### src/rtl/core/evh_pkg.sv
`timescale 1ns / 1ps

package evh_pkg;

    localparam int MAX_FRAME_SAMPLES_DEF = 4096;
    localparam int SAMPLE_W = 16;
    localparam int LEVEL_W = 16;
    localparam int QUEUE_DEPTH = 2;
    localparam int CFG_IDX_W = 3;
    localparam int CFG_DATA_W = 16;
    localparam int SILENCE_W = 16;

    typedef enum logic [CFG_IDX_W-1:0] {
        REG_VAD_ENABLE = 3'd0,
        REG_ENTER_THRESHOLD = 3'd1,
        REG_EXIT_THRESHOLD = 3'd2,
        REG_HANGOVER_MS = 3'd3,
        REG_FRAME_DURATION_MS = 3'd4
    } cfg_reg_t;

    typedef struct packed {
        logic vad_enable;
        logic [15:0] enter_threshold;
        logic [15:0] exit_threshold;
        logic [15:0] hangover_ms;
        logic [7:0] frame_duration_ms;
    } cfg_t;

    localparam cfg_t CFG_RESET = '{
        vad_enable: 1'b1,
        enter_threshold: 16'd800,
        exit_threshold: 16'd500,
        hangover_ms: 16'd500,
        frame_duration_ms: 8'd20
    };

    typedef enum logic [1:0] {
        BK_IDLE,
        BK_DIV,
        BK_DONE
    } back_state_t;

endpackage

### src/rtl/core/evh_front.sv
`timescale 1ns / 1ps

module evh_front #(
    parameter int MAX_FRAME_SAMPLES = evh_pkg::MAX_FRAME_SAMPLES_DEF,
    parameter int CNT_W = $clog2(MAX_FRAME_SAMPLES + 1),
    parameter int SUM_W = $clog2(64'd32768 * MAX_FRAME_SAMPLES + 1)
) (
    input  logic                         aclk,
    input  logic                         aresetn,
    input  logic                         s_tvalid,
    output logic                         s_tready,
    input  logic [evh_pkg::SAMPLE_W-1:0] s_tdata,
    input  logic                         s_tlast,
    input  logic                         q_full,
    output logic                         q_push,
    output logic [SUM_W+CNT_W:0]         q_data
);

    logic [SUM_W-1:0] sum_reg, sum_next;
    logic [CNT_W-1:0] count_reg, count_next;
    logic ovf_reg, ovf_next;
    logic [evh_pkg::SAMPLE_W-1:0] mag;
    logic [SUM_W-1:0] sum_upd;
    logic [CNT_W-1:0] count_upd;
    logic ovf_upd;
    logic accept;

    assign s_tready = !q_full;
    assign accept = s_tvalid && s_tready;
    assign mag = s_tdata[evh_pkg::SAMPLE_W-1] ? (~s_tdata + 1'b1) : s_tdata;

    always_comb begin
        if (count_reg < CNT_W'(MAX_FRAME_SAMPLES)) begin
            sum_upd = sum_reg + SUM_W'(mag);
            count_upd = count_reg + 1'b1;
            ovf_upd = ovf_reg;
        end else begin
            sum_upd = sum_reg;
            count_upd = count_reg;
            ovf_upd = 1'b1;
        end
        sum_next = sum_reg;
        count_next = count_reg;
        ovf_next = ovf_reg;
        q_push = 1'b0;
        if (accept) begin
            if (s_tlast) begin
                q_push = 1'b1;
                sum_next = '0;
                count_next = '0;
                ovf_next = 1'b0;
            end else begin
                sum_next = sum_upd;
                count_next = count_upd;
                ovf_next = ovf_upd;
            end
        end
    end

    assign q_data = {ovf_upd, count_upd, sum_upd};

    always_ff @(posedge aclk) begin
        if (!aresetn) begin
            sum_reg <= '0;
            count_reg <= '0;
            ovf_reg <= 1'b0;
        end else begin
            sum_reg <= sum_next;
            count_reg <= count_next;
            ovf_reg <= ovf_next;
        end
    end

endmodule

### src/rtl/core/evh_queue.sv
`timescale 1ns / 1ps

module evh_queue #(
    parameter int DATA_W = 8,
    parameter int DEPTH = evh_pkg::QUEUE_DEPTH
) (
    input  logic              aclk,
    input  logic              aresetn,
    input  logic              push,
    input  logic [DATA_W-1:0] push_data,
    input  logic              pop,
    output logic [DATA_W-1:0] pop_data,
    output logic              empty,
    output logic              full
);

    localparam int PTR_W = (DEPTH > 1) ? $clog2(DEPTH) : 1;
    localparam int FILL_W = $clog2(DEPTH + 1);

    logic [DATA_W-1:0] slot_reg [DEPTH];
    logic [PTR_W-1:0] wr_ptr_reg, wr_ptr_next;
    logic [PTR_W-1:0] rd_ptr_reg, rd_ptr_next;
    logic [FILL_W-1:0] fill_reg, fill_next;
    logic do_push, do_pop;

    assign empty = (fill_reg == '0);
    assign full = (fill_reg == FILL_W'(DEPTH));
    assign do_push = push && !full;
    assign do_pop = pop && !empty;
    assign pop_data = slot_reg[rd_ptr_reg];

    always_comb begin
        wr_ptr_next = wr_ptr_reg;
        rd_ptr_next = rd_ptr_reg;
        fill_next = fill_reg;
        if (do_push) begin
            wr_ptr_next = (wr_ptr_reg == PTR_W'(DEPTH - 1)) ? '0 : wr_ptr_reg + 1'b1;
        end
        if (do_pop) begin
            rd_ptr_next = (rd_ptr_reg == PTR_W'(DEPTH - 1)) ? '0 : rd_ptr_reg + 1'b1;
        end
        if (do_push && !do_pop) begin
            fill_next = fill_reg + 1'b1;
        end else if (do_pop && !do_push) begin
            fill_next = fill_reg - 1'b1;
        end
    end

    always_ff @(posedge aclk) begin
        if (do_push) begin
            slot_reg[wr_ptr_reg] <= push_data;
        end
    end

    always_ff @(posedge aclk) begin
        if (!aresetn) begin
            wr_ptr_reg <= '0;
            rd_ptr_reg <= '0;
            fill_reg <= '0;
        end else begin
            wr_ptr_reg <= wr_ptr_next;
            rd_ptr_reg <= rd_ptr_next;
            fill_reg <= fill_next;
        end
    end

endmodule

### src/rtl/core/evh_back.sv
`timescale 1ns / 1ps

module evh_back #(
    parameter int MAX_FRAME_SAMPLES = evh_pkg::MAX_FRAME_SAMPLES_DEF,
    parameter int CNT_W = $clog2(MAX_FRAME_SAMPLES + 1),
    parameter int SUM_W = $clog2(64'd32768 * MAX_FRAME_SAMPLES + 1)
) (
    input  logic                        aclk,
    input  logic                        aresetn,
    input  logic                        q_empty,
    input  logic [SUM_W+CNT_W:0]        q_data,
    output logic                        q_pop,
    input  evh_pkg::cfg_t               cfg,
    output logic                        m_tvalid,
    input  logic                        m_tready,
    output logic [evh_pkg::LEVEL_W-1:0] m_tdata,
    output logic [2:0]                  m_tuser
);

    localparam int STEP_W = $clog2(SUM_W + 1);

    evh_pkg::back_state_t state_reg, state_next;
    logic [SUM_W-1:0] dq_reg, dq_next;
    logic [CNT_W-1:0] div_reg, div_next;
    logic [CNT_W-1:0] rem_reg, rem_next;
    logic [STEP_W-1:0] step_reg, step_next;
    logic ovf_reg, ovf_next;
    logic speech_reg, speech_next;
    logic [evh_pkg::SILENCE_W-1:0] silence_reg, silence_next;
    logic out_valid_reg, out_valid_next;
    logic [evh_pkg::LEVEL_W-1:0] out_level_reg, out_level_next;
    logic [2:0] out_flags_reg, out_flags_next;

    logic [CNT_W:0] trial;
    logic ge;
    logic [evh_pkg::LEVEL_W-1:0] level;
    logic [evh_pkg::SILENCE_W:0] sil_sum;
    logic changed;

    assign trial = {rem_reg, dq_reg[SUM_W-1]};
    assign ge = (trial >= {1'b0, div_reg});
    assign level = dq_reg[evh_pkg::LEVEL_W-1:0];
    assign sil_sum = {1'b0, silence_reg} + (evh_pkg::SILENCE_W + 1)'(cfg.frame_duration_ms);

    always_comb begin
        state_next = state_reg;
        dq_next = dq_reg;
        div_next = div_reg;
        rem_next = rem_reg;
        step_next = step_reg;
        ovf_next = ovf_reg;
        speech_next = speech_reg;
        silence_next = silence_reg;
        out_valid_next = out_valid_reg;
        out_level_next = out_level_reg;
        out_flags_next = out_flags_reg;
        q_pop = 1'b0;
        changed = 1'b0;

        if (out_valid_reg && m_tready) begin
            out_valid_next = 1'b0;
        end

        case (state_reg)
            evh_pkg::BK_IDLE: begin
                if (!q_empty) begin
                    q_pop = 1'b1;
                    dq_next = q_data[SUM_W-1:0];
                    div_next = q_data[SUM_W +: CNT_W];
                    ovf_next = q_data[SUM_W+CNT_W];
                    rem_next = '0;
                    step_next = '0;
                    state_next = evh_pkg::BK_DIV;
                end
            end
            evh_pkg::BK_DIV: begin
                rem_next = ge ? CNT_W'(trial - {1'b0, div_reg}) : trial[CNT_W-1:0];
                dq_next = {dq_reg[SUM_W-2:0], ge};
                step_next = step_reg + 1'b1;
                if (step_reg == STEP_W'(SUM_W - 1)) begin
                    state_next = evh_pkg::BK_DONE;
                end
            end
            evh_pkg::BK_DONE: begin
                if (!out_valid_reg || m_tready) begin
                    if (cfg.vad_enable) begin
                        if (speech_reg) begin
                            if (level < cfg.exit_threshold) begin
                                if (sil_sum >= {1'b0, cfg.hangover_ms}) begin
                                    silence_next = cfg.hangover_ms;
                                    speech_next = 1'b0;
                                    changed = 1'b1;
                                end else begin
                                    silence_next = sil_sum[evh_pkg::SILENCE_W-1:0];
                                end
                            end else begin
                                silence_next = '0;
                            end
                        end else if (level >= cfg.enter_threshold) begin
                            speech_next = 1'b1;
                            silence_next = '0;
                            changed = 1'b1;
                        end
                    end
                    out_valid_next = 1'b1;
                    out_level_next = level;
                    out_flags_next = {ovf_reg, changed, speech_next};
                    state_next = evh_pkg::BK_IDLE;
                end
            end
            default: begin
                state_next = evh_pkg::BK_IDLE;
            end
        endcase
    end

    always_ff @(posedge aclk) begin
        if (!aresetn) begin
            state_reg <= evh_pkg::BK_IDLE;
            speech_reg <= 1'b0;
            silence_reg <= '0;
            out_valid_reg <= 1'b0;
        end else begin
            state_reg <= state_next;
            speech_reg <= speech_next;
            silence_reg <= silence_next;
            out_valid_reg <= out_valid_next;
        end
    end

    always_ff @(posedge aclk) begin
        dq_reg <= dq_next;
        div_reg <= div_next;
        rem_reg <= rem_next;
        step_reg <= step_next;
        ovf_reg <= ovf_next;
        out_level_reg <= out_level_next;
        out_flags_reg <= out_flags_next;
    end

    assign m_tvalid = out_valid_reg;
    assign m_tdata = out_level_reg;
    assign m_tuser = out_flags_reg;

    // A frame always holds at least one counted sample, so the divisor is never zero.
    assert property (@(posedge aclk) disable iff (!aresetn)
        (state_reg == evh_pkg::BK_IDLE && !q_empty) |-> (q_data[SUM_W +: CNT_W] != '0))
        else $error("frame record with zero sample count");

    assert property (@(posedge aclk) disable iff (!aresetn)
        (state_reg == evh_pkg::BK_DIV) |-> (step_reg < STEP_W'(SUM_W)))
        else $error("divider step count out of range");

    // The mean magnitude can never exceed the largest sample magnitude.
    assert property (@(posedge aclk) disable iff (!aresetn)
        (state_reg == evh_pkg::BK_DONE) |-> (dq_reg <= SUM_W'(32768)))
        else $error("frame level above full scale");

    assert property (@(posedge aclk) disable iff (!aresetn)
        (m_tvalid && m_tuser[1]
            && $past(state_reg == evh_pkg::BK_DONE && (!out_valid_reg || m_tready)))
            |-> (m_tuser[0] != $past(speech_reg)))
        else $error("change flag without a speech state toggle");

endmodule

### src/rtl/core/energy_vad_hysteresis.sv
`timescale 1ns / 1ps
// Samples are taken one per cycle; the front stalls only while the two-entry frame queue is full.
// Each frame record then passes through the back end's idle, divide and done states; the
// restoring divider produces one quotient bit per cycle (SUM_W = 28 for 4096-sample frames).
// With an idle back end, m_tvalid rises from its output register, set in the done state.
// Reset (aresetn low, synchronous) restores register defaults, clears the accumulators,
// empties the queue and leaves the detector not speaking.

module energy_vad_hysteresis #(
    parameter int MAX_FRAME_SAMPLES = evh_pkg::MAX_FRAME_SAMPLES_DEF
) (
    input  logic                           aclk,
    input  logic                           aresetn,
    input  logic                           s_tvalid,
    output logic                           s_tready,
    input  logic [15:0]                    s_tdata,   // [15:0] sample
    input  logic                           s_tlast,
    output logic                           m_tvalid,
    input  logic                           m_tready,
    output logic [15:0]                    m_tdata,   // [15:0] frame_level
    output logic [2:0]                     m_tuser,   // [0] speaking, [1] vad_changed, [2] overlong
    input  logic                           cfg_valid,
    output logic                           cfg_ready,
    input  logic [evh_pkg::CFG_IDX_W-1:0]  cfg_index,
    input  logic [evh_pkg::CFG_DATA_W-1:0] cfg_data
);

    localparam int CNT_W = $clog2(MAX_FRAME_SAMPLES + 1);
    localparam int SUM_W = $clog2(64'd32768 * MAX_FRAME_SAMPLES + 1);
    localparam int REC_W = SUM_W + CNT_W + 1;

    evh_pkg::cfg_t cfg_reg, cfg_next;
    logic q_push, q_pop, q_empty, q_full;
    logic [REC_W-1:0] q_in, q_out;

    assign cfg_ready = 1'b1;

    always_comb begin
        cfg_next = cfg_reg;
        if (cfg_valid && cfg_ready) begin
            case (evh_pkg::cfg_reg_t'(cfg_index))
                evh_pkg::REG_VAD_ENABLE: cfg_next.vad_enable = cfg_data[0];
                evh_pkg::REG_ENTER_THRESHOLD: cfg_next.enter_threshold = cfg_data;
                evh_pkg::REG_EXIT_THRESHOLD: cfg_next.exit_threshold = cfg_data;
                evh_pkg::REG_HANGOVER_MS: cfg_next.hangover_ms = cfg_data;
                evh_pkg::REG_FRAME_DURATION_MS: cfg_next.frame_duration_ms = cfg_data[7:0];
                default: cfg_next = cfg_reg;
            endcase
        end
    end

    always_ff @(posedge aclk) begin
        if (!aresetn) begin
            cfg_reg <= evh_pkg::CFG_RESET;
        end else begin
            cfg_reg <= cfg_next;
        end
    end

    evh_front #(
        .MAX_FRAME_SAMPLES(MAX_FRAME_SAMPLES),
        .CNT_W(CNT_W),
        .SUM_W(SUM_W)
    ) u_front (
        .aclk(aclk),
        .aresetn(aresetn),
        .s_tvalid(s_tvalid),
        .s_tready(s_tready),
        .s_tdata(s_tdata),
        .s_tlast(s_tlast),
        .q_full(q_full),
        .q_push(q_push),
        .q_data(q_in)
    );

    evh_queue #(
        .DATA_W(REC_W),
        .DEPTH(evh_pkg::QUEUE_DEPTH)
    ) u_queue (
        .aclk(aclk),
        .aresetn(aresetn),
        .push(q_push),
        .push_data(q_in),
        .pop(q_pop),
        .pop_data(q_out),
        .empty(q_empty),
        .full(q_full)
    );

    evh_back #(
        .MAX_FRAME_SAMPLES(MAX_FRAME_SAMPLES),
        .CNT_W(CNT_W),
        .SUM_W(SUM_W)
    ) u_back (
        .aclk(aclk),
        .aresetn(aresetn),
        .q_empty(q_empty),
        .q_data(q_out),
        .q_pop(q_pop),
        .cfg(cfg_reg),
        .m_tvalid(m_tvalid),
        .m_tready(m_tready),
        .m_tdata(m_tdata),
        .m_tuser(m_tuser)
    );

endmodule

### config.mk
export PLATFORM = sky130hd
export DESIGN_NAME = energy_vad_hysteresis
export DESIGN_NICKNAME = d
export VERILOG_FILES = /design/src/rtl/core/evh_pkg.sv /design/src/rtl/core/evh_front.sv /design/src/rtl/core/evh_queue.sv /design/src/rtl/core/evh_back.sv /design/src/rtl/core/energy_vad_hysteresis.sv
export SDC_FILE = /design/constraint.sdc
export NUM_CORES = 1
export LEC_CHECK = 0
export BUFFER_PORTS_ARGS = -buffer_cell sky130_fd_sc_hd__buf_2
export CAP_MARGIN = 20
export CORE_ASPECT_RATIO = 1.5
export CORE_MARGIN = 2
export CORE_UTILIZATION = 30
export CTS_BUF_LIST = sky130_fd_sc_hd__clkbuf_8
export DETAILED_ROUTE_END_ITERATION = 8
export HOLD_SLACK_MARGIN = 0.15
export SYNTH_ARGS = -nofsm -noshare
export SYNTH_HDL_FRONTEND = slang
export SYNTH_SLANG_ARGS = --single-unit
### constraint.sdc
create_clock -name aclk -period 4.65 [get_ports aclk]
set_input_delay 0.465 -clock aclk [delete_from_list [all_inputs] [get_ports aclk]]
set_output_delay 0.465 -clock aclk [all_outputs]
set_load 0.02 [all_outputs]
**After elaboration in Yosys (flattened, before gate mapping)**

Memories as Yosys holds them, arrays and structs flattened. A register that Yosys moved wholly into a read port is not among the register bits.
Cells that the tools add are included.

- Flip-flop bits (word level): 202
- Memory bits (writable): 84
- Input bits: 41
- Output and inout port bits: 22
- Word-level logic and storage cells: 125
- Memories: 1

Memories:

| name | depth | width | read ports | clocked after Yosys merged registers in | write ports | line | source |
|---|---|---|---|---|---|---|---|
| u_queue.slot_reg | 2 | 42 | 1 | 1 | 1 | evh_queue.sv:20 | `logic [DATA_W-1:0] slot_reg [DEPTH];` |

- Add/subtract/negate cells: 10
- Magnitude comparators: 5
- Equality and inequality tests: 11
- Mux-type cells: 45
- Bitwise gates (word level): 2
- Reduce and logical (&&, ||, !) cells: 28

Operator list:

| kind | count |
|---|---|
| 28-bit 2-to-1 mux | 3 |
| 16-bit 2-to-1 mux | 5 |
| 28-bit one-hot mux with 2 select lines | 1 |
| 13-bit 2-to-1 mux | 4 |
| 28-bit by 16-bit adder with 28-bit output | 1 |
| 13-bit one-hot mux with 2 select lines | 1 |
| 1-bit 2-to-1 mux | 23 |
| 16-bit by 8-bit adder with 17-bit output | 1 |
| 17-bit by 16-bit greater-or-equal comparator with 1-bit output | 1 |
| 16-bit by 1-bit adder with 16-bit output, second input constant | 1 |
| 16-bit greater-or-equal comparator | 1 |
| 16-bit < comparator | 1 |
| 16-bit NOT | 1 |
| 2-bit AND reduction | 8 |
| 14-bit by 13-bit greater-or-equal comparator with 1-bit output | 1 |
| 13-bit by 1-bit adder with 13-bit output, second input constant | 1 |
| 13-bit < comparator, second input constant | 1 |
| 13-bit subtractor | 1 |
| 2-bit 2-to-1 mux | 5 |
| 5-bit one-hot mux with 2 select lines | 1 |
| 3-bit by 2-bit == test with 1-bit output, second input constant | 2 |
| 1-bit logical AND | 6 |
| 2-bit one-hot mux with 3 select lines | 1 |
| 2-bit nonzero test | 3 |
| other kinds (19) | 27 |

**Logic depth before layout (Yosys ltp)**

Gate-level depths: netlist (run 1).

- Depth after elaboration: 9
- Gate-level depth with buffers: 19
- Depth with buffers taken out: 17

**Modules after synthesis**

From an unflattened synthesis (run 1), not the netlist that was laid out.

- Cells, all modules: 1464
- Area, all modules: 15209.6 um^2

Modules (own cells, without submodules):

| module | instances | cells an instance | area an instance (um^2) | sequential area each (um^2) |
|---|---|---|---|---|
| evh_back | 1 | 646 | 6291.0 | 2772.7 |
| evh_front | 1 | 443 | 3409.5 | 840.8 |
| evh_queue | 1 | 156 | 3254.4 | 2622.5 |
| energy_vad_hysteresis | 1 | 219 | 2254.7 | 1141.1 |

**Worst setup path after synthesis (run 1)**

Ideal clock, no wire load.

- Kind: input to register
- From: input s_tdata[5]
- To: register u_front.sum_reg[22]
- Setup time: 122 ps
- Arrival: 3486 ps
- Slack: 1042 ps
- Stages: 15
- Cells stage by stage: nor4_1 nand2b_1 nor2_1 nand3_1 o41ai_1 xnor2_1 ha_1 a21o_1 a21o_1 a21oi_1 a2bb2oi_1 o311ai_4 and3_1 and4b_1 a311o_1

- Word-level cells in the longest chain between the ends: 6

Ends and longest elaborated chain:

| element | line | source |
|---|---|---|
| start: declaration | energy_vad_hysteresis.sv:16 | `input logic [15:0] s_tdata,` |
| 16-bit NOT | evh_front.sv:30 | `assign mag = s_tdata[evh_pkg::SAMPLE_W-1] ? (~s_tdata + 1'b1) : s_tdata;` |
| 16-bit by 1-bit adder with 16-bit output | evh_front.sv:30 |  |
| 16-bit 2-to-1 mux * | evh_front.sv:30 |  |
| 28-bit by 16-bit adder with 28-bit output * | evh_front.sv:34 | `sum_upd = sum_reg + SUM_W'(mag);` |
| 28-bit 2-to-1 mux * | evh_front.sv:33 | `if (count_reg < CNT_W'(MAX_FRAME_SAMPLES)) begin` |
| 28-bit 2-to-1 mux * | evh_front.sv:47 | `if (s_tlast) begin` |
| end signal: assignment | evh_front.sv:68 | `sum_reg <= sum_next;` |
| end: declaration | evh_front.sv:19 | `logic [SUM_W-1:0] sum_reg, sum_next;` |

Mark *: on every way between the ends. The rest lies on a longest branch, timed or not.
A chain may end at the register's enable or synchronous reset.

**Worst setup path after layout (run 1)**

- From: register cfg_reg[0] in the netlist's numbering
- To: register u_back.silence_reg[2] in the netlist's numbering

- Word-level cells in the longest chain between the ends: 5

Ends and longest elaborated chain:

| element | line | source |
|---|---|---|
| start: declaration | energy_vad_hysteresis.sv:32 | `evh_pkg::cfg_t cfg_reg, cfg_next;` |
| start signal: assignment | energy_vad_hysteresis.sv:54 | `cfg_reg <= evh_pkg::CFG_RESET;` |
| start signal: assignment | energy_vad_hysteresis.sv:56 | `cfg_reg <= cfg_next;` |
| 16-bit by 8-bit adder with 17-bit output * | evh_back.sv:43 | `assign sil_sum = {1'b0, silence_reg} + (evh_pkg::SILENCE_W + 1)'(cfg.frame_duration_ms);` |
| 17-bit by 16-bit greater-or-equal comparator with 1-bit output | evh_back.sv:89 | `if (sil_sum >= {1'b0, cfg.hangover_ms}) begin` |
| 16-bit 2-to-1 mux * | evh_back.sv:89 |  |
| 16-bit 2-to-1 mux * | evh_back.sv:88 | `if (level < cfg.exit_threshold) begin` |
| 16-bit 2-to-1 mux * | evh_back.sv:87 | `if (speech_reg) begin` |
| end signal: assignment | evh_back.sv:126 | `silence_reg <= silence_next;` |
| end: declaration | evh_back.sv:29 | `logic [evh_pkg::SILENCE_W-1:0] silence_reg, silence_next;` |

Marked as above.

==> qor.csv, run 1 <==
metric,value,unit
outcome,"finished, final reports clean",
largest_register_ffs,84,
synth_cell_type_count,76,
numCtsBuffers,46,
antenna_found_initial,2,
max_slew.worst_pin.slew,0.973,ns
cts.clk_slew.worst_paths,0.07,ns
hold_violations,0,
drive_gt1_share,11.1,%
drt_iter0_drc,544,
critPathLaunchType,flip-flop,
nNetsFinal,1640,
path_class,reg2reg,
grt_setup_unrepaired,false,
via_per_inst,4.92,
overflow,0,
syn-mean-instance-area,10.1,um2
cts_setup_buffers,0,
grt_pass1_wl,54.4,mm
die-area,50000,um2
grt_max_degree,55,
fp.dieW,183,um
yosysTopAreaCellShare,33.9,%
reg2reg_setup_slack,0.48,ns
postRouteAntennaNets,0,
clock_skew,0.0402,ns
slew_violations,0,
critPathRequiredTime,5.08,ns
clkLatencyLatePin,0.58,ns
synth_area,14500,um2
yosys_warnings,0,
synth_enable_flop_cells,163,
p_leak,0.00637,uW
vdd.ir_drop.worst,208,uV
vias,10600,
final_common_cell,nand2_1,
synth_flop_cell,edfxtp_1,
drc,0,
grt.total_usage,13.5,%
path_max_fanout,16,
io_buffers,61,
wl,33.5,mm
synth_nets,1564,
cp_top_family,compound AO/OA/AOI/OAI gates,
mostFrequentLayoutCells,"189 x nand2_1, 163 x edfxtp_1, 123 x dfxtp_1",
synth_seq_cells,287,
die_h,273,um
h-tree-depth,2,
arrival,4.60,ns
cts_max_path_buffers,3,
clock_sinks,287,
core_area,47600,um2
wire_per_inst,15.6,um
grt_pass1_vias,10800,
setup_viol,0,
cp_cell_sequence,ha_1 -> inv_1 -> fa_1 -> nor2b_1 -> o31ai_1 -> a221oi_1 -> nand2_1 -> xnor2_1 -> ha_1 -> o21a_1 -> o21ai_0 -> nand2b_1 -> nand2_1 -> o21ai_2 -> buf_4 -> mux2i_1 -> o21ai_0,
routabilityCongestion,0.839,
dp_hpwl,24.0,mm
fillers,4785,
rows,98,
yosysSeqAreaShare,51.0,%
fin_crit_sh,89.7,%
drtPass1Iterations,5,
max_stage_delay,0.59,ns
cts_tree,yes,
fin_crit,4.17,ns
fmax,240,MHz
syn2layout_area_growth,13.7,%
start_util,30.4,%
relSlewSlack,35.0,%
synth_area_leader_cell,edfxtp_1,
tns,0,ns
holdWs,0.186,ns
end_kind,flip-flop,
power.density,488,nW/um2
hold_path_class,in2reg,
synthCells,1432,
cp.buffers_inverters,2,
cap_viol_max_count,0,
crit_slowest_cell,a221oi_1,
async_flop_share,0,%
pin_count,63,
root_buffer,clkbuf_8,
synthTopCellsByArea,"edfxtp_1 34%, dfxtp_1 17%, ha_1 7.6%",
synth_stat cells, drive strengths merged (9+ instances only):
cell / number
and3: 14
ha: 88
inv: 86
nand2: 189
nor2: 124
a211oi: 12
dfxtp: 124
nor3: 22
a22oi: 24
o21ai: 78
mux2: 18
or3: 9
nand2b: 14
nand3: 26
nor2b: 11
xor2: 30
clkbuf: 48
edfxtp: 163
a21oi: 116
a21o: 16
o211ai: 21
and2: 9
xnor2: 46
mux2i: 45
metal layers:
metal	routed length, um	part of all wire [%]	vias up	GRT usage, %
met1	13800	41	5016	15.1
li1	-	-	5282	-
met4	1050	3.1	2	5.66
met3	1210	3.6	64	2.00
met5	13	0.039	-	0
met2	17400	52	188	25.4
power breakdown:
group | switching, uW | total, uW | internal [uW]
combinational | 1410 | 2360 | 944
sequential | 252 | 3530 | 3270
clock | 1000 | 2130 | 1130
total | 2670 | 8020 | 5350
worst reg2reg max path: stages (launching register included):
cell and delay [ns]:
dfxtp_1 0.36, ha_1 0.22, inv_1 0.07, fa_1 0.41, nor2b_1 0.17, o31ai_1 0.14, a221oi_1 0.59, nand2_1 0.14
xnor2_1 0.18, ha_1 0.31, o21a_1 0.11, o21ai_0 0.07, nand2b_1 0.09, nand2_1 0.06, o21ai_2 0.46, buf_4 0.35
mux2i_1 0.21, o21ai_0 0.09
timing repair:
action,4_1_cts,5_1_grt
hold buffers,8,0
endpoints found under the hold margin,20,0
resized for setup,0,0
logic make-up (layout without fill, tap and decap cells):
group / Yosys count / after routing / synth area share [%]
fa+ha+maj: 91 / 91 / 8.03
simple gates: 444 / 444 / 13.7
xor+xnor: 76 / 76 / 4.61
other cells: 1 / 2 / 0.0259
mux: 63 / 63 / 4.52
buf+inv: 142 / 255 / 3.77
compound gates: 328 / 328 / 14.3
flops: 287 / 287 / 51.0
path summary, 6_finish.rpt:
path,startpoint,end,depth (start not counted)
worst max-delay path,cfg_reg[0]$_SDFFE_PN0P_,u_back.silence_reg[2]$_SDFFE_PN0P_,17
worst max register to register,cfg_reg[0]$_SDFFE_PN0P_,u_back.silence_reg[2]$_SDFFE_PN0P_,17
worst min-delay path,cfg_data[3],cfg_reg[43]$_SDFFE_PN0P_,3
worst min register to register,u_back.ovf_reg$_DFFE_PP_,u_back.m_tuser[2]$_DFFE_PP_,0
final cells by class:
| cell class | count | area [um2] | share of cell area [%] |
|---|---|---|---|
| tap | 600 | 751 | 4.57 |
| clock buffer | 55 | 757 | 4.61 |
| timing repair buffer | 84 | 510 | 3.11 |
| sequential | 287 | 7380 | 44.9 |
| clock inverter | 30 | 156 | 0.952 |
| antenna | 1 | 2.50 | 0.0152 |
| inverter | 86 | 323 | 1.96 |
| multi-input combinational | 1003 | 6550 | 39.9 |
per-stage QoR:
stage               util, %  power (uW)  cell area (um2)  setup slack [ns]  std cells
finish                 34.5        8020            16400             0.477       2146
global route           34.5        8550            16400             0.115       2146
CTS                    34.5        8110            16400             0.477       2144
floorplan                 -        5300            14500              1.04       1432
global placement       32.4        5870            15400             0.641       2051
detailed placement     32.4        5940            15400             0.486       2051
No activity file was read; power rests on OpenSTA's default activity.
==> run 2: changes to the inputs <==
--- a/config.mk
+++ b/config.mk
@@ -15,4 +15,5 @@
 export HOLD_SLACK_MARGIN = 0.15
 export SYNTH_ARGS = -nofsm -noshare
 export SYNTH_HDL_FRONTEND = slang
+export SYNTH_HIERARCHICAL = 1
 export SYNTH_SLANG_ARGS = --single-unit
==> qor.csv, run 2 <==
metric,value,unit,change
antenna_found_initial,1,,was 2
relSlewSlack,30.8,%,was 35.0%
grt_pass1_vias,10800,,about the same
synthCells,1464,,"was 1,432"
power.density,490,nW/um2,was 488 nW/um2
p_leak,0.00672,uW,was 0.00637 uW
io_buffers,61,,unchanged
synth_nets,1597,,"was 1,564"
cap_viol_max_count,0,,unchanged
overflow,0,,unchanged
end_kind,flip-flop,,unchanged
cts_setup_buffers,0,,unchanged
setup_viol,0,,unchanged
mostFrequentLayoutCells,"222 x nand2_1, 163 x edfxtp_1, 124 x dfxtp_1",,"was 189 x nand2_1, 163 x edfxtp_1, 123 x dfxtp_1"
outcome,"finished, final reports clean",,unchanged
die-area,52600,um2,"was 50,000 um2"
tns,0,ns,unchanged
root_buffer,clkbuf_8,,unchanged
synth_area_leader_cell,edfxtp_1,,unchanged
grt.total_usage,12.7,%,was 13.5%
path_max_fanout,20,,was 16
fmax,231,MHz,was 240 MHz
vdd.ir_drop.worst,281,uV,was 208 uV
fin_crit_sh,93.3,%,was 89.7%
grt_pass1_wl,54.7,mm,was 54.4 mm
largest_register_ffs,84,,unchanged
wire_per_inst,15.1,um,was 15.6 um
synth_area,15200,um2,"was 14,500 um2"
h-tree-depth,2,,unchanged
final_util,34.2,%,was 34.5%
yosysTopAreaCellShare,32.2,%,was 33.9%
regArea,7380,um2,about the same
rows,101,,was 98
yosysSeqAreaShare,48.5,%,was 51.0%
drtPass1Iterations,5,,unchanged
arrival,4.77,ns,was 4.60 ns
fillers,5017,,"was 4,785"
drc,0,,unchanged
async_flop_share,0,%,unchanged
synth_common_cells,"222 x nand2_1, 163 x edfxtp_1, 124 x dfxtp_1",,"was 189 x nand2_1, 163 x edfxtp_1, 124 x dfxtp_1"
wl,33.8,mm,was 33.5 mm
fin_area,17200,um2,"was 16,400 um2"
synthTopCellsByArea,"edfxtp_1 32%, dfxtp_1 16%, ha_1 7.3%",,"was edfxtp_1 34%, dfxtp_1 17%, ha_1 7.6%"
place_area,16200,um2,"was 15,400 um2"
fin_crit,4.34,ns,was 4.17 ns
max_slew.worst_pin.slew,1.04,ns,was 0.973 ns
synth_cell_type_count,94,,was 76
hold_path_class,in2reg,,unchanged
critPathRequiredTime,5.09,ns,was 5.08 ns
syn2layout_area_growth,13.3,%,was 13.7%
clock_sinks,287,,unchanged
drt_iter0_drc,622,,was 544
grt_setup_unrepaired,false,,unchanged
via_per_inst,4.80,,was 4.92
die_h,280,um,was 273 um
hold_violations,0,,unchanged
postRouteAntennaNets,0,,unchanged
cts.clk_slew.worst_paths,0.07,ns,about the same
cts_max_path_buffers,3,,unchanged
critPathLaunchType,flip-flop,,unchanged
core_area,50400,um2,"was 47,600 um2"
yosys_warnings,6,,was 0
numCtsBuffers,45,,was 46
synth_flop_cell,edfxtp_1,,unchanged
drive_gt1_share,14.6,%,was 11.1%
ctsResizeCount,0,,unchanged
slew_violations,0,,unchanged
grt_max_degree,60,,was 55
path_class,reg2reg,,unchanged
final_common_cell,nand2_1,,unchanged
clkLatencyLatePin,0.59,ns,was 0.58 ns
yosysMostFrequentCell,nand2_1,,unchanged
synth_enable_flop_cells,163,,unchanged
nNetsFinal,1662,,"was 1,640"
start_util,30.2,%,was 30.4%
fp.dieW,188,um,was 183 um
synth_seq_cells,287,,unchanged
cts_tree,yes,,unchanged
multiInputGateArea,7210,um2,was 6550 um2
syn-mean-instance-area,10.4,um2,was 10.1 um2
dp_hpwl,24.5,mm,was 24.0 mm
pin_count,63,,unchanged
clock_skew,0.0505,ns,was 0.0402 ns
p_total,8440,uW,was 8020 uW
routabilityCongestion,0.871,,was 0.839
vias,10700,,"was 10,600"
==> run 2: cell types whose count changed after synthesis, moves of 17 or more <==
cell	previous run	this run
a21oi_1	116	54
nor2_1	123	76
nand2_1	189	222
mux2i_1	45	77
nor2b_1	11	42
mux2_2	18	44
clkbuf_1	48	29
o211ai_1	21	3
o21ai_0	74	57
==> run 2: layer usage <==
layer / track usage (%) / vias up / wire length (um)
li1: - / 5351 / -
met2: 23.7 / 210 / 17200
met3: 1.98 / 76 / 1290
met4: 5.43 / 0 / 1200
met5: 0 / - / 0
met1: 14.3 / 5089 / 14100
==> run 2: layout make-up <==
type                       count  area share [%]
sequential                   287            42.8
multi-input combinational   1028            41.9
tap                          669            4.86
clock buffer                  52            4.15
timing repair buffer          80            2.86
inverter                      87            1.90
clock inverter                32            1.53
antenna                        1          0.0145
==> run 2: what timing repair did <==
| item | 4_1_cts | 5_1_grt |
|---|---|---|
| hold buffers | 4 | 0 |
| hold endpoints to repair | 5 | 0 |
| setup endpoints to repair | 0 | 0 |
==> run 2: worst max-delay path, stage by stage (launching register included) <==
cell and delay (ns):
dfxtp_1 0.31, ha_1 0.35, and3_1 0.23, a2111oi_2 0.47
o41a_1 0.30, nand2b_2 0.20, nor2_1 0.07, xnor2_1 0.13
ha_1 0.31, o21a_1 0.19, o21ai_2 0.17, a21oi_1 0.09
nor4b_4 0.43, nand2_2 0.44, and3_1 0.35, o22ai_1 0.12
==> run 2: through the flow <==
stage	hold slack [ns]	cells	worst slack, ns
finish	0.188	2236	0.313
global route	0.176	2236	0.0298
CTS	0.153	2233	0.337
detailed placement	0.419	2145	0.317
global placement	0.413	2145	0.299
floorplan	0.400	1464	0.959
==> run 2: report_power, final <==
part           switching [uW]  internal, uW
Sequential                255          3310
Clock                    1030          1260
Combinational            1540          1050
Total                    2820          5620
==> run 2: kinds of logic (layout without fill, tap and decap cells) <==
logic type / count (synthesis) / after routing / synth area share, %
AOI/OAI and AO/OA: 244 / 244 / 11.1
xor gates and xnor gates: 74 / 74 / 4.26
adders and majority gates: 92 / 92 / 7.72
buffers and inverters: 149 / 251 / 4.18
DFF: 287 / 287 / 48.5
muxes: 121 / 121 / 8.33
other: 1 / 2 / 0.0247
and+or+nand+nor: 496 / 496 / 15.9
==> run 2: final timing paths <==
kind / start / end / slack [ns] / cells past startpoint
max: cfg_reg[4]$_SDFFE_PN1P_ / u_back/m_tuser[0]$_DFFE_PP_ / 0.31 / 15
min reg2reg: u_back/ovf_reg$_DFFE_PP_ / u_back/m_tuser[2]$_DFFE_PP_ / 0.44 / 0
max reg2reg: cfg_reg[4]$_SDFFE_PN1P_ / u_back/m_tuser[0]$_DFFE_PP_ / 0.31 / 15
min: cfg_data[7] / cfg_reg[7]$_SDFFE_PN0P_ / 0.19 / 3
==> run 3: changes to the inputs <==
--- a/config.mk
+++ b/config.mk
@@ -13,6 +13,7 @@
 export CTS_BUF_LIST = sky130_fd_sc_hd__clkbuf_8
 export DETAILED_ROUTE_END_ITERATION = 8
 export HOLD_SLACK_MARGIN = 0.15
+export RECOVER_POWER = 25
 export SYNTH_ARGS = -nofsm -noshare
 export SYNTH_HDL_FRONTEND = slang
 export SYNTH_HIERARCHICAL = 1
==> qor.csv, run 3 (synthesis gave the netlist of run 2 again) <==
metric,value,unit,change
drive_gt1_share,14.0,%,was 14.6%
cp.buffers_inverters,0,,unchanged
wire_per_inst,15.1,um,about the same
slew_violations,138,,was 0
cts_setup_buffers,0,,unchanged
core_area,50400,um2,unchanged
p_comb_share,30.6,%,was 30.7%
grt_setup_unrepaired,false,,unchanged
pin_count,63,,unchanged
fin_area,17200,um2,about the same
hold_path_startpoint,cfg_data[7],,unchanged
switching_share,33.4,%,about the same
path_class,reg2reg,,unchanged
cts_max_path_buffers,3,,unchanged
wl,33.8,mm,about the same
setup_viol,0,,unchanged
cts.clk_slew.worst_paths,0.07,ns,about the same
start_util,30.2,%,unchanged
antenna_found_initial,1,,unchanged
clock_skew,0.0503,ns,was 0.0505 ns
cp_top_family,simple AND/OR/NAND/NOR gates,,unchanged
critPathLaunchType,flip-flop,,unchanged
p_switching,2820,uW,about the same
max_slew.worst_pin.slew,2.42,ns,was 1.04 ns
via_per_inst,4.79,,was 4.80
hold_violations,0,,unchanged
vdd.ir_drop.worst,282,uV,was 281 uV
die-area,52600,um2,unchanged
numCtsBuffers,45,,unchanged
violations,"max-capacitance violations, max-slew violations",,
vias,10700,,about the same
relSlewSlack,-61.5,%,was 30.8%
grt_pass1_vias,10800,,unchanged
final_common_cell,nand2_1,,unchanged
max_stage_delay,0.48,ns,was 0.47 ns
mostFrequentLayoutCells,"222 x nand2_1, 163 x edfxtp_1, 124 x dfxtp_1",,unchanged
dp_slack,0.317,ns,unchanged
end_kind,flip-flop,,unchanged
die_h,280,um,unchanged
nNetsFinal,1662,,unchanged
io_buffers,61,,unchanged
h-tree-depth,2,,unchanged
timing.rr.start,cfg_reg[4]$_SDFFE_PN1P_,,unchanged
p_clk_share,27.1,%,about the same
cp_cell_sequence,ha_1 -> and3_1 -> a2111oi_2 -> o41a_1 -> nand2b_2 -> nor2_1 -> xnor2_1 -> ha_1 -> o21a_1 -> o21ai_2 -> a21oi_1 -> nor4b_4 -> nand2_2 -> and3_1 -> o22ai_1,,unchanged
overflow,0,,unchanged
rows,101,,unchanged
largest_register_ffs,84,,unchanged
grt.total_usage,12.7,%,unchanged
postRouteAntennaNets,0,,unchanged
fmax,230,MHz,was 231 MHz
seq_power_share,42.3,%,about the same
cts_tree,yes,,unchanged
fin_ws,0.296,ns,was 0.313 ns
dp_cells,2145,,unchanged
root_buffer,clkbuf_8,,unchanged
startpoint,cfg_reg[4]$_SDFFE_PN1P_,,unchanged
hold_path_class,in2reg,,unchanged
grt_pass1_wl,54.7,mm,unchanged
grt_max_degree,60,,unchanged
critPathRequiredTime,5.09,ns,about the same
clock_sinks,287,,unchanged
fin_crit_sh,93.6,%,was 93.3%
routabilityCongestion,0.871,,unchanged
path_max_fanout,20,,unchanged
drt_iter0_drc,651,,was 622
holdWs,0.186,ns,was 0.188 ns
arrival,4.79,ns,was 4.77 ns
crit_slowest_cell,a2111oi_2,,unchanged
syn2layout_area_growth,13.1,%,was 13.3%
power.density,490,nW/um2,about the same
p_int,5610,uW,was 5620 uW
dp_hpwl,24.5,mm,unchanged
final_cells,2236,,unchanged
drtPass1Iterations,5,,unchanged
cap_viol_max_count,3,,was 0
fp.dieW,188,um,unchanged
outcome,finished with violations,,"was finished, final reports clean"
drc,0,,unchanged
tns,0,ns,unchanged
fin_crit,4.35,ns,was 4.34 ns
clkLatencyLatePin,0.59,ns,about the same
place_area,16200,um2,unchanged
p_leak,0.00670,uW,was 0.00672 uW
==> run 3: changes by cell type in the layout (fill, tap and decap cells not counted), sizes merged <==
| cell | change |
|---|---|
| buf | -6 |
| clkbuf | +6 |
==> run 3: metal layers <==
metal / vias up / wire [um] / track usage [%]
met5: - / 0 / 0
met4: 0 / 1180 / 5.43
met3: 72 / 1300 / 1.98
met2: 206 / 17200 / 23.7
met1: 5091 / 14100 / 14.3
li1: 5345 / - / -
==> run 3: power by group through the flow <==
stage	logic, uW	clock network (uW)	registers (uW)
floorplan	1990	0	3520
global placement	2490	0	3620
detailed placement	2570	0	3640
CTS	2580	2370	3580
global route	2890	2460	3620
finish	2580	2280	3570
==> run 3: repair_timing <==
action	in CTS	in global routing
gates resized for setup	0	0
endpoints found under the hold margin	5	0
hold buffers	4	0
==> run 3: layout make-up <==
cell class / instances / area [um2]
antenna: 1 / 2.50
clock buffer: 52 / 716
clock inverter: 32 / 264
fill: 5025 / 33200
inverter: 87 / 327
multi-input combinational: 1028 / 7210
sequential: 287 / 7380
tap: 669 / 837
timing repair buffer: 80 / 470
==> run 3: metrics by stage <==
stage	power [uW]	util (%)
finish	8430	34.1
CTS	8530	34.1
floorplan	5510	-
global route	8970	34.1
global placement	6110	32.1
detailed placement	6200	32.1
==> run 3: worst paths after layout <==
| path | depth (start not counted) | slack, ns | endpoint |
|---|---|---|---|
| worst max-delay path | 15 | 0.30 | u_back/m_tuser[0]$_DFFE_PP_ |
| worst min-delay path | 3 | 0.19 | cfg_reg[7]$_SDFFE_PN0P_ |
| worst max register to register | 15 | 0.30 | u_back/m_tuser[0]$_DFFE_PP_ |
| worst min register to register | 0 | 0.44 | u_back/m_tuser[2]$_DFFE_PP_ |
==> run 3: worst min-delay path, stage by stage <==
cell	delay (ns)
buf_2	0.12
nand2_1	0.08
mux2i_1	0.07
